[config.mk]
export PLATFORM = sky130hd
export DESIGN_NAME = inverter_power_derate_limiter_top
export DESIGN_NICKNAME = d
export VERILOG_FILES = /design/src/rtl/pdl_pkg.sv /design/src/rtl/pdl_cap_ctrl.sv /design/src/rtl/pdl_integrator.sv /design/src/rtl/inverter_power_derate_limiter_top.sv
export VERILOG_INCLUDE_DIRS = /design/src /design/src/rtl
export SDC_FILE = /design/constraint.sdc
export NUM_CORES = 2
export LEC_CHECK = 0
export BUFFER_PORTS_ARGS = -buffer_cell sky130_fd_sc_hd__buf_2
export CORE_ASPECT_RATIO = 0.5
export CORE_MARGIN = 4
export CORE_UTILIZATION = 25
export DETAILED_ROUTE_END_ITERATION = 8
export PLACE_DENSITY = 0.45
export SETUP_SLACK_MARGIN = 0.3
export SLEW_MARGIN = 20
export SYNTH_ARGS = -nofsm -noshare
export SYNTH_HDL_FRONTEND = slang
export SYNTH_SLANG_ARGS = --single-unit
export TNS_END_PERCENT = 1
[constraint.sdc]
create_clock -name clk -period 14 [get_ports clk]
set_input_delay 2.8 -clock clk [delete_from_list [all_inputs] [get_ports clk]]
set_output_delay 2.8 -clock clk [all_outputs]
set_load 0.005 [all_outputs]
[src/rtl/assert_macros.svh]
// Assertion macros for the RTL of the power derate limiter
`ifndef ASSERT_MACROS_SVH
`define ASSERT_MACROS_SVH

// Same-cycle implication, checked on every rising clk edge outside reset
`define ASSERT_IMPLY(label, ante, cons, msg) \
  label: assert property (@(posedge clk) disable iff (!rst_n) (ante) |-> (cons)) \
    else $error(msg);

// Next-cycle implication, checked on every rising clk edge outside reset
`define ASSERT_NEXT(label, ante, cons, msg) \
  label: assert property (@(posedge clk) disable iff (!rst_n) (ante) |=> (cons)) \
    else $error(msg);

`endif

[src/rtl/pdl_pkg.sv]
// Types and constants shared by the power derate limiter modules
`timescale 1ns / 1ps

package pdl_pkg;

  // Port widths
  localparam int IN_W       = 64;
  localparam int OUT_W      = 40;
  localparam int CFG_IDX_W  = 3;
  localparam int CFG_DATA_W = 17;

  // Field widths
  localparam int LIM_W   = 17;
  localparam int TGT_W   = 17;
  localparam int TEMP_W  = 12;
  localparam int PV_W    = 14;
  localparam int PWR_W   = 17;
  localparam int POW_W   = 16;
  localparam int TICK_W  = 10;
  localparam int RTICK_W = 12;
  localparam int ACC_W   = 22;

  // Full-scale current limit in Q16
  localparam logic [LIM_W-1:0] Q16_ONE = 17'd65536;

  // Derate slopes in 0.1 W per 0.1 C and per 0.1 V
  localparam logic signed [19:0] THERM_SLOPE = 20'sd40;
  localparam logic signed [19:0] PV_SLOPE    = 20'sd8;

  // Saturation bounds of the target power
  localparam logic signed [19:0] TGT_MIN = -20'sd65536;
  localparam logic signed [19:0] TGT_MAX = 20'sd65535;

  // Integrator step: floor((diff * 2^21 + 1875000) / 3750000).
  // Dropping a factor of 16 gives floor((diff * 2^17 + 117187) / 234375).
  // Adding 2^17 * 234375 to the numerator makes it non-negative:
  // u = diff + 234375, step = floor((u * 2^17 + 117187) / 234375) - 2^17.
  // The quotient is (u * 2^17 + 117187) * R / 2^54 with R = ceil(2^54 / 234375), exact for
  // numerators below 2^36.
  localparam longint unsigned DIV_D   = 64'd234375;
  localparam longint unsigned DIV_C   = 64'd117187;
  localparam longint unsigned DIV_R   = ((64'd1 << 54) + DIV_D - 64'd1) / DIV_D;
  localparam longint unsigned DIV_CRH = (DIV_C * DIV_R) >> 17;
  localparam logic [18:0] DIV_RL  = DIV_R[18:0];
  localparam logic [17:0] DIV_RH  = DIV_R[36:19];
  localparam logic [18:0] Q_BIAS  = 19'd131072;

  // Register reset values
  localparam logic [16:0]        RST_MAX_CL     = 17'd65536;
  localparam logic [15:0]        RST_OVL_PWR    = 16'd33000;
  localparam logic [15:0]        RST_RATED_PWR  = 16'd30000;
  localparam logic signed [11:0] RST_TEMP_START = 12'sd650;
  localparam logic [13:0]        RST_PV_START   = 14'd5000;
  localparam logic [9:0]         RST_TEMP_DELAY = 10'd500;
  localparam logic [9:0]         RST_OVL_TICKS  = 10'd300;
  localparam logic [11:0]        RST_REC_TICKS  = 12'd3000;

  // Configuration register indexes
  typedef enum logic [CFG_IDX_W-1:0] {
    CFG_MAX_CL     = 3'd0,
    CFG_OVL_PWR    = 3'd1,
    CFG_RATED_PWR  = 3'd2,
    CFG_TEMP_START = 3'd3,
    CFG_PV_START   = 3'd4,
    CFG_TEMP_DELAY = 3'd5,
    CFG_OVL_TICKS  = 3'd6,
    CFG_REC_TICKS  = 3'd7
  } pdl_cfg_idx_t;

  // Configuration register file
  typedef struct packed {
    logic [16:0]        max_cl;
    logic [15:0]        ovl_pwr;
    logic [15:0]        rated_pwr;
    logic signed [11:0] temp_start;
    logic [13:0]        pv_start;
    logic [9:0]         temp_delay;
    logic [9:0]         ovl_ticks;
    logic [11:0]        rec_ticks;
  } pdl_cfg_t;

  // Pipeline control from the top level
  typedef struct packed {
    logic adv;
    logic s1_vld;
    logic s3_vld;
  } pdl_stage_t;

  // Per-item status flags
  typedef struct packed {
    logic grid;
    logic ovl;
    logic therm;
  } pdl_flags_t;

endpackage

[src/rtl/pdl_cap_ctrl.sv]
// Power cap stage: derate timers, overload hysteresis and target power minimum
`timescale 1ns / 1ps

module pdl_cap_ctrl (
  input  logic                          clk,
  input  logic                          rst_n,
  input  pdl_pkg::pdl_stage_t           stg,
  input  pdl_pkg::pdl_cfg_t             cfg,
  input  logic                          grid,
  input  logic signed [pdl_pkg::TEMP_W-1:0] temp,
  input  logic [pdl_pkg::PV_W-1:0]      pv1,
  input  logic [pdl_pkg::PV_W-1:0]      pv2,
  input  logic signed [pdl_pkg::PWR_W-1:0]  pwr,
  output logic signed [pdl_pkg::TGT_W-1:0]  tgt_r,
  output logic signed [pdl_pkg::PWR_W-1:0]  pwr_r,
  output pdl_pkg::pdl_flags_t           flags_r
);
  import pdl_pkg::*;

  logic [TICK_W-1:0]  hot_cnt_r, hot_cnt_nxt, hot_inc;
  logic [TICK_W-1:0]  ovr_cnt_r, ovr_cnt_nxt, ovr_inc;
  logic [RTICK_W-1:0] rec_cnt_r, rec_cnt_nxt, rec_inc;
  logic               act_r, act_nxt;

  logic               hot, therm, over;
  logic               pv1_hi, pv2_hi;
  logic signed [12:0] dt;
  logic signed [14:0] pd1, pd2;
  logic signed [19:0] ovl20, rated20, cand_t, cand_p1, cand_p2, tmin, tsat;
  logic signed [TGT_W-1:0] tgt_nxt;
  pdl_flags_t         flags_nxt;

  // Thermal derate: count hot ticks, saturating at the delay
  always_comb begin
    hot     = temp > cfg.temp_start;
    hot_inc = (hot_cnt_r < cfg.temp_delay) ? hot_cnt_r + 10'd1 : hot_cnt_r;
    therm   = hot && (hot_inc >= cfg.temp_delay);
    dt      = {temp[TEMP_W-1], temp} - {cfg.temp_start[11], cfg.temp_start};
  end

  // PV over-voltage derate for each string
  always_comb begin
    pv1_hi = pv1 > cfg.pv_start;
    pv2_hi = pv2 > cfg.pv_start;
    pd1    = $signed({1'b0, pv1}) - $signed({1'b0, cfg.pv_start});
    pd2    = $signed({1'b0, pv2}) - $signed({1'b0, cfg.pv_start});
  end

  // Candidate caps
  always_comb begin
    ovl20   = $signed({4'd0, cfg.ovl_pwr});
    rated20 = $signed({4'd0, cfg.rated_pwr});
    cand_t  = ovl20 - 20'(dt) * THERM_SLOPE;
    cand_p1 = ovl20 - 20'(pd1) * PV_SLOPE;
    cand_p2 = ovl20 - 20'(pd2) * PV_SLOPE;
  end

  // Overload hysteresis: step down after a run above rated, return after a run below
  always_comb begin
    over        = $signed({pwr[PWR_W-1], pwr}) > $signed({2'b00, cfg.rated_pwr});
    ovr_inc     = (ovr_cnt_r < cfg.ovl_ticks) ? ovr_cnt_r + 10'd1 : ovr_cnt_r;
    rec_inc     = (rec_cnt_r < cfg.rec_ticks) ? rec_cnt_r + 12'd1 : rec_cnt_r;
    ovr_cnt_nxt = ovr_cnt_r;
    rec_cnt_nxt = rec_cnt_r;
    act_nxt     = act_r;
    if (over) begin
      rec_cnt_nxt = '0;
      if (!act_r) begin
        ovr_cnt_nxt = ovr_inc;
        act_nxt     = ovr_inc >= cfg.ovl_ticks;
      end
    end else begin
      ovr_cnt_nxt = '0;
      if (act_r) begin
        rec_cnt_nxt = rec_inc;
        act_nxt     = !(rec_inc >= cfg.rec_ticks);
      end
    end
    hot_cnt_nxt = hot ? hot_inc : '0;
  end

  // Minimum of the caps, saturated to the target range, and zero while off grid
  always_comb begin
    tmin = ovl20;
    if (therm && (cand_t < tmin)) tmin = cand_t;
    if (pv1_hi && (cand_p1 < tmin)) tmin = cand_p1;
    if (pv2_hi && (cand_p2 < tmin)) tmin = cand_p2;
    if (act_nxt && (rated20 < tmin)) tmin = rated20;
    if (tmin < TGT_MIN) begin
      tsat = TGT_MIN;
    end else if (tmin > TGT_MAX) begin
      tsat = TGT_MAX;
    end else begin
      tsat = tmin;
    end
    tgt_nxt         = grid ? tsat[TGT_W-1:0] : '0;
    flags_nxt.grid  = grid;
    flags_nxt.ovl   = grid & act_nxt;
    flags_nxt.therm = grid & therm;
  end

  // Advance state once per item; drop it all while off grid
  always_ff @(posedge clk) begin
    if (!rst_n) begin
      hot_cnt_r <= '0;
      ovr_cnt_r <= '0;
      rec_cnt_r <= '0;
      act_r     <= 1'b0;
    end else if (stg.adv && stg.s1_vld) begin
      if (grid) begin
        hot_cnt_r <= hot_cnt_nxt;
        ovr_cnt_r <= ovr_cnt_nxt;
        rec_cnt_r <= rec_cnt_nxt;
        act_r     <= act_nxt;
      end else begin
        hot_cnt_r <= '0;
        ovr_cnt_r <= '0;
        rec_cnt_r <= '0;
        act_r     <= 1'b0;
      end
    end
  end

  // Stage payload
  always_ff @(posedge clk) begin
    if (stg.adv) begin
      tgt_r   <= tgt_nxt;
      pwr_r   <= pwr;
      flags_r <= flags_nxt;
    end
  end

endmodule

[src/rtl/pdl_integrator.sv]
// Integrator: power error to Q21 step by reciprocal multiply, clamped accumulator
`timescale 1ns / 1ps

module pdl_integrator (
  input  logic                              clk,
  input  logic                              rst_n,
  input  pdl_pkg::pdl_stage_t               stg,
  input  pdl_pkg::pdl_cfg_t                 cfg,
  input  logic signed [pdl_pkg::TGT_W-1:0]  tgt,
  input  logic signed [pdl_pkg::PWR_W-1:0]  pwr,
  input  pdl_pkg::pdl_flags_t               flags,
  output logic [pdl_pkg::LIM_W-1:0]         lim_r,
  output logic signed [pdl_pkg::TGT_W-1:0]  tgt_o_r,
  output pdl_pkg::pdl_flags_t               flags_o_r
);
  import pdl_pkg::*;

  logic signed [17:0] diff;
  logic [19:0]        u_ext;
  logic [18:0]        u;
  logic [36:0]        ph_r;
  logic [37:0]        pl_r;
  logic signed [TGT_W-1:0] tgt3_r;
  pdl_flags_t         flags3_r;

  logic [55:0]        wsum;
  logic [18:0]        q_p;
  logic signed [18:0] q;
  logic signed [23:0] sum;
  logic [LIM_W-1:0]   ceil_lim;
  logic [ACC_W-1:0]   cap;
  logic [ACC_W-1:0]   acc_r, acc_nxt;

  // Offset error so the dividend is non-negative
  always_comb begin
    diff  = {tgt[TGT_W-1], tgt} - {pwr[PWR_W-1], pwr};
    u_ext = {{2{diff[17]}}, diff} + 20'(DIV_D);
    u     = u_ext[18:0];
  end

  // Partial products of u times the reciprocal
  always_ff @(posedge clk) begin
    if (stg.adv) begin
      ph_r     <= 37'(u) * 37'(DIV_RH);
      pl_r     <= 38'(u) * 38'(DIV_RL);
      tgt3_r   <= tgt;
      flags3_r <= flags;
    end
  end

  // Combine partials, take the quotient, remove the offset
  always_comb begin
    wsum = {ph_r, 19'd0} + 56'(pl_r) + 56'(DIV_CRH);
    q_p  = wsum[55:37];
    q    = $signed(q_p - Q_BIAS);
  end

  // Accumulate and clamp to [0, ceiling * 32]; clear while off grid
  always_comb begin
    ceil_lim = (cfg.max_cl > Q16_ONE) ? Q16_ONE : cfg.max_cl;
    cap      = {ceil_lim, 5'd0};
    sum      = $signed({2'b00, acc_r}) + {{5{q[18]}}, q};
    if (sum > $signed({2'b00, cap})) begin
      acc_nxt = cap;
    end else if (sum < 24'sd0) begin
      acc_nxt = '0;
    end else begin
      acc_nxt = sum[ACC_W-1:0];
    end
    if (!flags3_r.grid) acc_nxt = '0;
  end

  // Hold the accumulator between items
  always_ff @(posedge clk) begin
    if (!rst_n) begin
      acc_r <= '0;
    end else if (stg.adv && stg.s3_vld) begin
      acc_r <= acc_nxt;
    end
  end

  // Result register
  always_ff @(posedge clk) begin
    if (stg.adv) begin
      lim_r     <= acc_nxt[ACC_W-1:5];
      tgt_o_r   <= tgt3_r;
      flags_o_r <= flags3_r;
    end
  end

endmodule

[src/rtl/inverter_power_derate_limiter_top.sv]
// Top level of the inverter power derate limiter: ports, config registers, pipeline control
`timescale 1ns / 1ps
`include "assert_macros.svh"

// Takes one control tick per transfer and returns one result per tick, in order.
// Throughput is one item per clock while out_tready does not stall; an item passes
// the input register, cap stage, multiplier stage and accumulator stage. The
// stages advance together, so a stall on out_tready holds the whole pipeline and
// in_tready drops with it. The timers, the overload flag and the current-limit
// accumulator change only as an item passes, so results depend on item order
// alone. Configuration writes are taken in any cycle and should land while no
// item is in flight. There is no clearing pass after reset.
module inverter_power_derate_limiter_top (
  input  logic                              clk,
  input  logic                              rst_n,
  // in_tdata: grid_connected[0], temperature[12:1], pv1_voltage[26:13],
  //           pv2_voltage[40:27], active_power[57:41], zero[63:58]
  input  logic                              in_tvalid,
  output logic                              in_tready,
  input  logic [pdl_pkg::IN_W-1:0]          in_tdata,
  // out_tdata: current_limit[16:0], target_power[33:17], overload_stepped[34],
  //            thermal_derating[35], zero[39:36]
  output logic                              out_tvalid,
  input  logic                              out_tready,
  output logic [pdl_pkg::OUT_W-1:0]         out_tdata,
  input  logic                              cfg_valid,
  output logic                              cfg_ready,
  input  logic [pdl_pkg::CFG_IDX_W-1:0]     cfg_index,
  input  logic [pdl_pkg::CFG_DATA_W-1:0]    cfg_data
);
  import pdl_pkg::*;

  pdl_cfg_t    cfg_r;
  pdl_stage_t  stg;
  logic        adv;
  logic        v1_r, v2_r, v3_r, ov_r;

  logic                     grid1_r;
  logic signed [TEMP_W-1:0] temp1_r;
  logic [PV_W-1:0]          pv1_1_r, pv2_1_r;
  logic signed [PWR_W-1:0]  pwr1_r;

  logic signed [TGT_W-1:0]  tgt2;
  logic signed [PWR_W-1:0]  pwr2;
  pdl_flags_t               flags2;
  logic [LIM_W-1:0]         lim_o;
  logic signed [TGT_W-1:0]  tgt_o;
  pdl_flags_t               flags_o;

  // Configuration writes
  assign cfg_ready = 1'b1;

  always_ff @(posedge clk) begin
    if (!rst_n) begin
      cfg_r.max_cl     <= RST_MAX_CL;
      cfg_r.ovl_pwr    <= RST_OVL_PWR;
      cfg_r.rated_pwr  <= RST_RATED_PWR;
      cfg_r.temp_start <= RST_TEMP_START;
      cfg_r.pv_start   <= RST_PV_START;
      cfg_r.temp_delay <= RST_TEMP_DELAY;
      cfg_r.ovl_ticks  <= RST_OVL_TICKS;
      cfg_r.rec_ticks  <= RST_REC_TICKS;
    end else if (cfg_valid && cfg_ready) begin
      case (pdl_cfg_idx_t'(cfg_index))
        CFG_MAX_CL:     cfg_r.max_cl     <= cfg_data[16:0];
        CFG_OVL_PWR:    cfg_r.ovl_pwr    <= cfg_data[15:0];
        CFG_RATED_PWR:  cfg_r.rated_pwr  <= cfg_data[15:0];
        CFG_TEMP_START: cfg_r.temp_start <= $signed(cfg_data[11:0]);
        CFG_PV_START:   cfg_r.pv_start   <= cfg_data[13:0];
        CFG_TEMP_DELAY: cfg_r.temp_delay <= cfg_data[9:0];
        CFG_OVL_TICKS:  cfg_r.ovl_ticks  <= cfg_data[9:0];
        CFG_REC_TICKS:  cfg_r.rec_ticks  <= cfg_data[11:0];
        default: ;
      endcase
    end
  end

  // Pipeline advances whenever the result register is free or being taken
  assign adv       = !ov_r || out_tready;
  assign in_tready = adv;

  always_ff @(posedge clk) begin
    if (!rst_n) begin
      v1_r <= 1'b0;
      v2_r <= 1'b0;
      v3_r <= 1'b0;
      ov_r <= 1'b0;
    end else if (adv) begin
      v1_r <= in_tvalid;
      v2_r <= v1_r;
      v3_r <= v2_r;
      ov_r <= v3_r;
    end
  end

  // Input register
  always_ff @(posedge clk) begin
    if (adv) begin
      grid1_r <= in_tdata[0];
      temp1_r <= $signed(in_tdata[12:1]);
      pv1_1_r <= in_tdata[26:13];
      pv2_1_r <= in_tdata[40:27];
      pwr1_r  <= $signed(in_tdata[57:41]);
    end
  end

  always_comb begin
    stg.adv    = adv;
    stg.s1_vld = v1_r;
    stg.s3_vld = v3_r;
  end

  pdl_cap_ctrl u_cap_ctrl (
    .clk     (clk),
    .rst_n   (rst_n),
    .stg     (stg),
    .cfg     (cfg_r),
    .grid    (grid1_r),
    .temp    (temp1_r),
    .pv1     (pv1_1_r),
    .pv2     (pv2_1_r),
    .pwr     (pwr1_r),
    .tgt_r   (tgt2),
    .pwr_r   (pwr2),
    .flags_r (flags2)
  );

  pdl_integrator u_integrator (
    .clk       (clk),
    .rst_n     (rst_n),
    .stg       (stg),
    .cfg       (cfg_r),
    .tgt       (tgt2),
    .pwr       (pwr2),
    .flags     (flags2),
    .lim_r     (lim_o),
    .tgt_o_r   (tgt_o),
    .flags_o_r (flags_o)
  );

  // Result channel
  assign out_tvalid = ov_r;
  assign out_tdata  = {4'd0, flags_o.therm, flags_o.ovl, tgt_o, lim_o};

  // Helpers for the checks below
  logic signed [17:0] a_tgt, a_rated, a_ovl;
  logic               a_step, a_hot;
  assign a_tgt   = {out_tdata[33], out_tdata[33:17]};
  assign a_rated = $signed({2'b00, cfg_r.rated_pwr});
  assign a_ovl   = $signed({2'b00, cfg_r.ovl_pwr});
  assign a_step  = out_tvalid && out_tdata[34];
  assign a_hot   = out_tvalid && out_tdata[35];

  `ASSERT_NEXT(a_stage_moves, v1_r && adv, v2_r, "cap stage item lost on advance")
  `ASSERT_IMPLY(a_lim_range, out_tvalid, out_tdata[16:0] <= Q16_ONE, "limit above full scale")
  `ASSERT_IMPLY(a_ovl_cap, a_step, a_tgt <= a_rated, "overload set but target above rated")
  `ASSERT_IMPLY(a_therm_cap, a_hot, a_tgt <= a_ovl, "thermal derate above overload cap")

endmodule

# Yosys cells after proc, flatten, opt, wreduce, memory -nomap -nowiden

Cells that the tools add are included.

Bits in registers: 392
Bits of input ports: 89
Output and inout port bits: 43

$add $sub $neg: 15
Multiply operators: 3
Order comparisons: 19
Equal/unequal tests: 9
Mux-type cells: 25
Bitwise logic cells: 3
Reductions and logical operators: 22

Operators by type and width:

| kind                     | count |
|---|---|
| $mux W20                 | 4 |
| $mux W10                 | 7 |
| $mux W22                 | 3 |
| $add A56 B36 Y56 const B | 1 |
| $add A56 B38 Y56         | 1 |
| $mux W17                 | 3 |
| $mux W12                 | 4 |
| $lt A20 B20 Y1           | 2 |
| $mul A19 B19 Y38 const B | 1 |
| $sub A17 B18 Y19         | 2 |
| $mul A19 B18 Y37 const B | 1 |
| $sub A14 B14 Y15         | 2 |
| $gt A14 B14 Y1           | 2 |
| $add A23 B19 Y24         | 1 |
| $gt A24 B23 Y1           | 1 |
| $lt A24 B1 Y1 const B    | 1 |
| $add A10 B1 Y10 const B  | 2 |
| $ge A10 B10 Y1           | 2 |
| $gt A20 B17 Y1 const B   | 1 |
| $lt A10 B10 Y1           | 2 |
| $lt A17 B20 Y1           | 1 |
| $lt A20 B17 Y1           | 1 |
| $lt A20 B17 Y1 const B   | 1 |
| $reduce_and A2 Y1        | 10 |
| other kinds (25)         | 40 |

# Logic depth before layout (Yosys ltp)

Word-level depth: 18
Mapped depth: 84
Depth with buffers taken out: 76

# Modules after synthesis

A second synthesis with hierarchy kept.

Cell total of the unflattened synthesis: 4001
Area, all modules: 37920.1 um^2

By module, submodules not included:

| module                            | instances | cells an instance | area each (um^2) | seq. area each (um^2) |
|---|---|---|---|---|
| pdl_integrator                    | 1         | 2090              | 20414.6          | 4254.1 |
| pdl_cap_ctrl                      | 1         | 1442              | 11755.0          | 1771.7 |
| inverter_power_derate_limiter_top | 1         | 469               | 5750.5           | 3963.8 |

# Least setup slack after synthesis

No wires, ideal clock.

Path type: reg2reg
Start: register cfg_r[47] (netlist bit)
End: register u_cap_ctrl.tgt_r[11] (netlist bit), data pin
Setup time: 255 ps
Arrival time: 13592 ps
Data required time: 13745 ps
Setup slack: 153 ps
Stages on the path, launching flop included: 84
Path buffers: 8
Cell sequence: dfxtp_1 inv_1 ha_1 nor2b_1 o31a_1 o21ai_0 nand2b_1 and2_1 o21a_1 o21ai_0 o31a_1 ha_1 ha_1 o21a_1 nor2_1 nor2_1 a21oi_1 xor2_1 (+48 left out) buf_4 buf_4 nand2_1 o21ai_0 ha_1 a21o_1 a21o_1 a21o_1 a211oi_1 o21ai_0 a31oi_1 o21ai_0 nand4_1 o2111ai_1 mux2_4 buf_6 o22ai_2 nor3_2

Word-level cells in the longest chain between the ends: 17
Elaborated cells between the ends (all ways): 21

RTL lines:

| what                                                    | RTL line                                | text |
|---|---|---|
| start, declared                                         | inverter_power_derate_limiter_top.sv:33 | `pdl_cfg_t cfg_r;` |
| $sub A12 B12 Y13                                        | pdl_cap_ctrl.sv:38                      | `dt = {temp[TEMP_W-1], temp} - {cfg.temp_start[11], cfg.temp_start};` |
| $mul A13 B4 Y17                                         | pdl_cap_ctrl.sv:53                      | `cand_t = ovl20 - 20'(dt) * THERM_SLOPE;` |
| $sub A17 B20 Y20                                        | pdl_cap_ctrl.sv:53                      |  |
| $lt A20 B17 Y1                                          | pdl_cap_ctrl.sv:85                      | `if (therm && (cand_t < tmin)) tmin = cand_t;` |
| $logic_and A1 B1 Y1                                     | pdl_cap_ctrl.sv:85                      |  |
| $mux W20 *                                              | pdl_cap_ctrl.sv:85                      |  |
| $lt A20 B20 Y1                                          | pdl_cap_ctrl.sv:86                      | `if (pv1_hi && (cand_p1 < tmin)) tmin = cand_p1;` |
| $logic_and A1 B1 Y1                                     | pdl_cap_ctrl.sv:86                      |  |
| $mux W20 *                                              | pdl_cap_ctrl.sv:86                      |  |
| $lt A20 B20 Y1                                          | pdl_cap_ctrl.sv:87                      | `if (pv2_hi && (cand_p2 < tmin)) tmin = cand_p2;` |
| $logic_and A1 B1 Y1                                     | pdl_cap_ctrl.sv:87                      |  |
| $mux W20 *                                              | pdl_cap_ctrl.sv:87                      |  |
| $lt A17 B20 Y1                                          | pdl_cap_ctrl.sv:88                      | `if (act_nxt && (rated20 < tmin)) tmin = rated20;` |
| $logic_and A1 B1 Y1                                     | pdl_cap_ctrl.sv:88                      |  |
| $mux W20 *                                              | pdl_cap_ctrl.sv:88                      |  |
| $gt A20 B17 Y1 / $lt A20 B17 Y1 (equally long branches) | pdl_cap_ctrl.sv:91, pdl_cap_ctrl.sv:89  |  |
| $mux W17 / $reduce_or A2 Y1 (equally long branches)     | -                                       |  |
| end signal, assigned                                    | pdl_cap_ctrl.sv:127                     | `tgt_r <= tgt_nxt;` |
| end, declared                                           | pdl_cap_ctrl.sv:14                      | `output logic signed [pdl_pkg::TGT_W-1:0] tgt_r,` |

Mark *: on every way between the ends. The rest lies on a longest branch, timed or not.
A chain may end at the register's enable or synchronous reset.

# Worst setup path after layout

Start: register temp1_r[0]
End: register u_cap_ctrl.tgt_r[0] (netlist bit), data pin

Word-level cells in the longest chain between the ends: 17
Elaborated cells between the ends (all ways): 21

RTL lines:

| what                                                    | RTL line                                 | text |
|---|---|---|
| start, declared                                         | inverter_power_derate_limiter_top.sv:39  | `logic signed [TEMP_W-1:0] temp1_r;` |
| start signal, assigned                                  | inverter_power_derate_limiter_top.sv:100 | `temp1_r <= $signed(in_tdata[12:1]);` |
| $sub A12 B12 Y13                                        | pdl_cap_ctrl.sv:38                       |  |
| $mul A13 B4 Y17                                         | pdl_cap_ctrl.sv:53                       |  |
| $sub A17 B20 Y20                                        | pdl_cap_ctrl.sv:53                       |  |
| $lt A20 B17 Y1                                          | pdl_cap_ctrl.sv:85                       |  |
| $logic_and A1 B1 Y1                                     | pdl_cap_ctrl.sv:85                       |  |
| $mux W20 *                                              | pdl_cap_ctrl.sv:85                       |  |
| $lt A20 B20 Y1                                          | pdl_cap_ctrl.sv:86                       |  |
| $logic_and A1 B1 Y1                                     | pdl_cap_ctrl.sv:86                       |  |
| $mux W20 *                                              | pdl_cap_ctrl.sv:86                       |  |
| $lt A20 B20 Y1                                          | pdl_cap_ctrl.sv:87                       |  |
| $logic_and A1 B1 Y1                                     | pdl_cap_ctrl.sv:87                       |  |
| $mux W20 *                                              | pdl_cap_ctrl.sv:87                       |  |
| $lt A17 B20 Y1                                          | pdl_cap_ctrl.sv:88                       |  |
| $logic_and A1 B1 Y1                                     | pdl_cap_ctrl.sv:88                       |  |
| $mux W20 *                                              | pdl_cap_ctrl.sv:88                       |  |
| $gt A20 B17 Y1 / $lt A20 B17 Y1 (equally long branches) | pdl_cap_ctrl.sv:91, pdl_cap_ctrl.sv:89   |  |
| $mux W17 / $reduce_or A2 Y1 (equally long branches)     | -                                        |  |

Marks and branches as above.

==> key figures <==
Setup path
  • Slowest stage delay, CP: 0.49 ns
  • Worst EP required: 14.32 ns
  • CP max-delay cell: or3b_4
  • Critical path class: reg2reg
  • CP Max Fanout: 6
  • RR Startpoint: temp1_r[0]$_DFFE_PN_
  • CP arrival: 13.67 ns
  • Reg2reg path depth: 73
  • Worst R2R Setup Slack: 0.66 ns
  • Reg-to-reg endpoint: u_cap_ctrl.tgt_r[0]$_SDFFCE_PP0N_
  • Worst setup SP type: register
  • Setup crit end kind: register
  • Most used cell, CP: a21oi_2

Worst hold path
  • Worst hold stages: 0
  • HP Start: u_integrator.tgt3_r[7]$_DFFE_PN_
  • End of the worst hold path: u_integrator.tgt_o_r[7]$_DFFE_PN_
  • Worst Hold Class: reg2reg

Final layout
  • P&R area growth vs syn: 15.07%
  • Nets@finish: 5139
  • Layout cell share with drive strength beyond 1: 0.1068
  • Final Util: 0.2918
  • Final std cells w/o fill: 6203

Logic synthesis
  • EDFF count, synth: 221
  • Synth Register Bits: 387
  • Primary FF master, synth: edfxtp_1
  • Yosys cell types: 89
  • Top post-synthesis cells by count: inv_1, ha_1, nand2_1
  • Mapped Cells: 3980
  • Synth area leader: ha_1
  • Mean post-synth cell area: 9.352 µm²
  • YS warnings: 0
  • Ranking of synthesized cells by area: ha_1, edfxtp_1, fa_1, dfxtp_1, inv_1
  • Top-count cell post-synth: inv_1
  • Post-synth top area share: 0.2158
  • Async SR Flop Fraction: 0
  • Synthesized area: 37220 µm²
  • Seq/Total Area, Yosys: 0.2676

Floorplanning
  • Starting Density: 0.2536
  • Row count: 99
  • Core Box Area: 146800 µm²
  • Die area: 155500 µm²
  • Io pins: 132
  • Chip Width: 553.7 µm
  • Die height: 280.8 µm

Detailed routing
  • WL met1: 48.61 mm
  • WL met2: 49.80 mm
  • Vias: 28097
  • Initial DRC Count: 1347
  • Wire per inst: 16.80 µm
  • Met3 WL post-DR: 2.907 mm
  • # DRC: 0
  • Post-DR vias/cell: 4.530
  • Top routing layer in use: met5
  • Post-route ant nets: 0
  • Final WL: 104.2 mm
  • Detailed Routing Iterations Pass 1: 5

Clocking
  • # clock sinks: 387
  • Clk buf depth: 3
  • CTS tree: yes
  • Total clock buffers created by CTS: 45
  • Clk_lat worst skew: 0.61 ns
  • Reg clk slew, reported paths: 0.06 ns
  • CTS root buffer: clkbuf_16
  • H-tree depth: 2
  • CTS Hold Buffers Added: 0

Placed design
  • IO buf count: 120
  • GPL Wtd Cong: 0.8362
  • HPWL Detailed: 81.69 mm
  • Placed Cells: 6092
  • Place WS: -0.2661 ns

STA
  • Post-layout minimum cycle time: 13.34 ns
  • Worst Skew: 0.02045 ns
  • Final WS setup: 0.6575 ns
  • Final Cycle Share: 0.9530
  • Final setup viols: 0
  • Slew Limit Fails: 0
  • Worst slew pin tran: 1.056 ns
  • Setup TNS: 0 ns
  • Slew headroom: 0.2870
  • Max Fclk: 74.95 MHz
  • RSZ-0062 raised after global routing: yes
  • Final Hold Vio Count: 0

Flow run
  • # Max-Cap Violations: 0

Global route
  • First-pass GRT wire length: 163.6 mm
  • GRT Residual Overflow: 0
  • Largest net degree at the start of global routing: 90
  • Gr usage total: 0.1323
  • Vias in the first global route: 28795
  • Initial antenna violation count: 5

Outcome
  • Outcome: finished clean
[sequential cells by signal, indices dropped and copies added, names as in the netlist, 17 cells and up]
name                  cells
cfg_r                    75
u_integrator.pl_r        38
u_integrator.ph_r        32
u_integrator.acc_r       22
pwr1_r                   17
u_cap_ctrl.pwr_r         17
u_cap_ctrl.tgt_r         17
u_integrator.lim_r       17
u_integrator.tgt3_r      17
u_integrator.tgt_o_r     17
[critical path: cells and delay by family (launching register included)]
kind | cells | cell delay, ns
flip-flops | 1 | 0.35
AO/OA/AOI/OAI | 29 | 4.91
AND/OR/NAND/NOR | 23 | 3.74
adder cells (fa/ha/maj) | 9 | 2.35
multiplexers | 2 | 0.40
XOR/XNOR | 3 | 0.43
buffers and inverters | 7 | 0.84
[final cells by class]
type	instances	area, µm²
Antenna cell	3	7.507
Clock buffer	59	1260
Clock inverter	25	232.7
Fill cell	15386	104000
Inverter	675	2541
Multi-Input combinational cell	2840	24800
Sequential cell	387	9960
Tap cell	1969	2464
Timing Repair Buffer	245	1565
[metal layers]
layer,vias up,global-route usage
li1,14092,-
met1,13525,0.1739
met2,345,0.2312
met3,133,0.01342
met4,2,0.03683
met5,-,0
[cells by family after synthesis]
group,after synthesis,synth area share
XOR/XNOR,195,0.04589
other,2,0.0002018
buffers and inverters,758,0.07863
flip-flops,387,0.2676
multiplexers,22,0.006622
AO/OA/AOI/OAI,827,0.1493
adder cells (fa/ha/maj),856,0.3309
AND/OR/NAND/NOR,933,0.1209
[timing repair]
item / CTS / global route
setup buffers: 5 / 15
endpoints found under the setup margin: 16 / 16
resized for setup: 16 / 78
cloned: 3 / 1
pin swaps: 9 / 54
hold endpoints to repair: 0 / 0
[worst max path at each step]
stage                           startpoint                                  to  depth (start not counted)
floorplan           cfg_r[47]$_SDFFE_PN1P_   u_cap_ctrl.tgt_r[6]$_SDFFCE_PP0N_                         83
global placement      temp1_r[1]$_DFFE_PN_   u_cap_ctrl.tgt_r[0]$_SDFFCE_PP0N_                         73
detailed placement    temp1_r[1]$_DFFE_PN_   u_cap_ctrl.tgt_r[2]$_SDFFCE_PP0N_                         72
CTS                   temp1_r[1]$_DFFE_PN_   u_cap_ctrl.tgt_r[0]$_SDFFCE_PP0N_                         74
global route          temp1_r[0]$_DFFE_PN_  u_cap_ctrl.tgt_r[11]$_SDFFCE_PP0N_                         73
finish                temp1_r[0]$_DFFE_PN_   u_cap_ctrl.tgt_r[0]$_SDFFCE_PP0N_                         73
[layout by cell type, fill, tap and decap left out, drive strengths merged, types with 59 or more instances in the layout]
cell type / instances
clkbuf: 59
a21boi: 93
nor2: 172
a21o: 103
buf: 245
xnor2: 129
nor2b: 79
inv: 677
ha: 642
nand2: 345
a21oi: 197
edfxtp: 221
xor2: 66
o21ai: 164
dfxtp: 166
fa: 214
nor3: 79
[metrics by stage]
stage / hold slack, ns / cell area [µm²]
5_1_grt: 0.4277 / 42820
6_report: 0.4219 / 42830
3_3_place_gp: 0.4039 / 40730
3_5_place_dp: 0.4080 / 40730
4_1_cts: 0.4234 / 42340
2_1_floorplan: 0.4003 / 37240
Power is left out: the tool's default activity adds up to more than one toggle a clock period on the data nets, which glitch-free logic cannot reach.
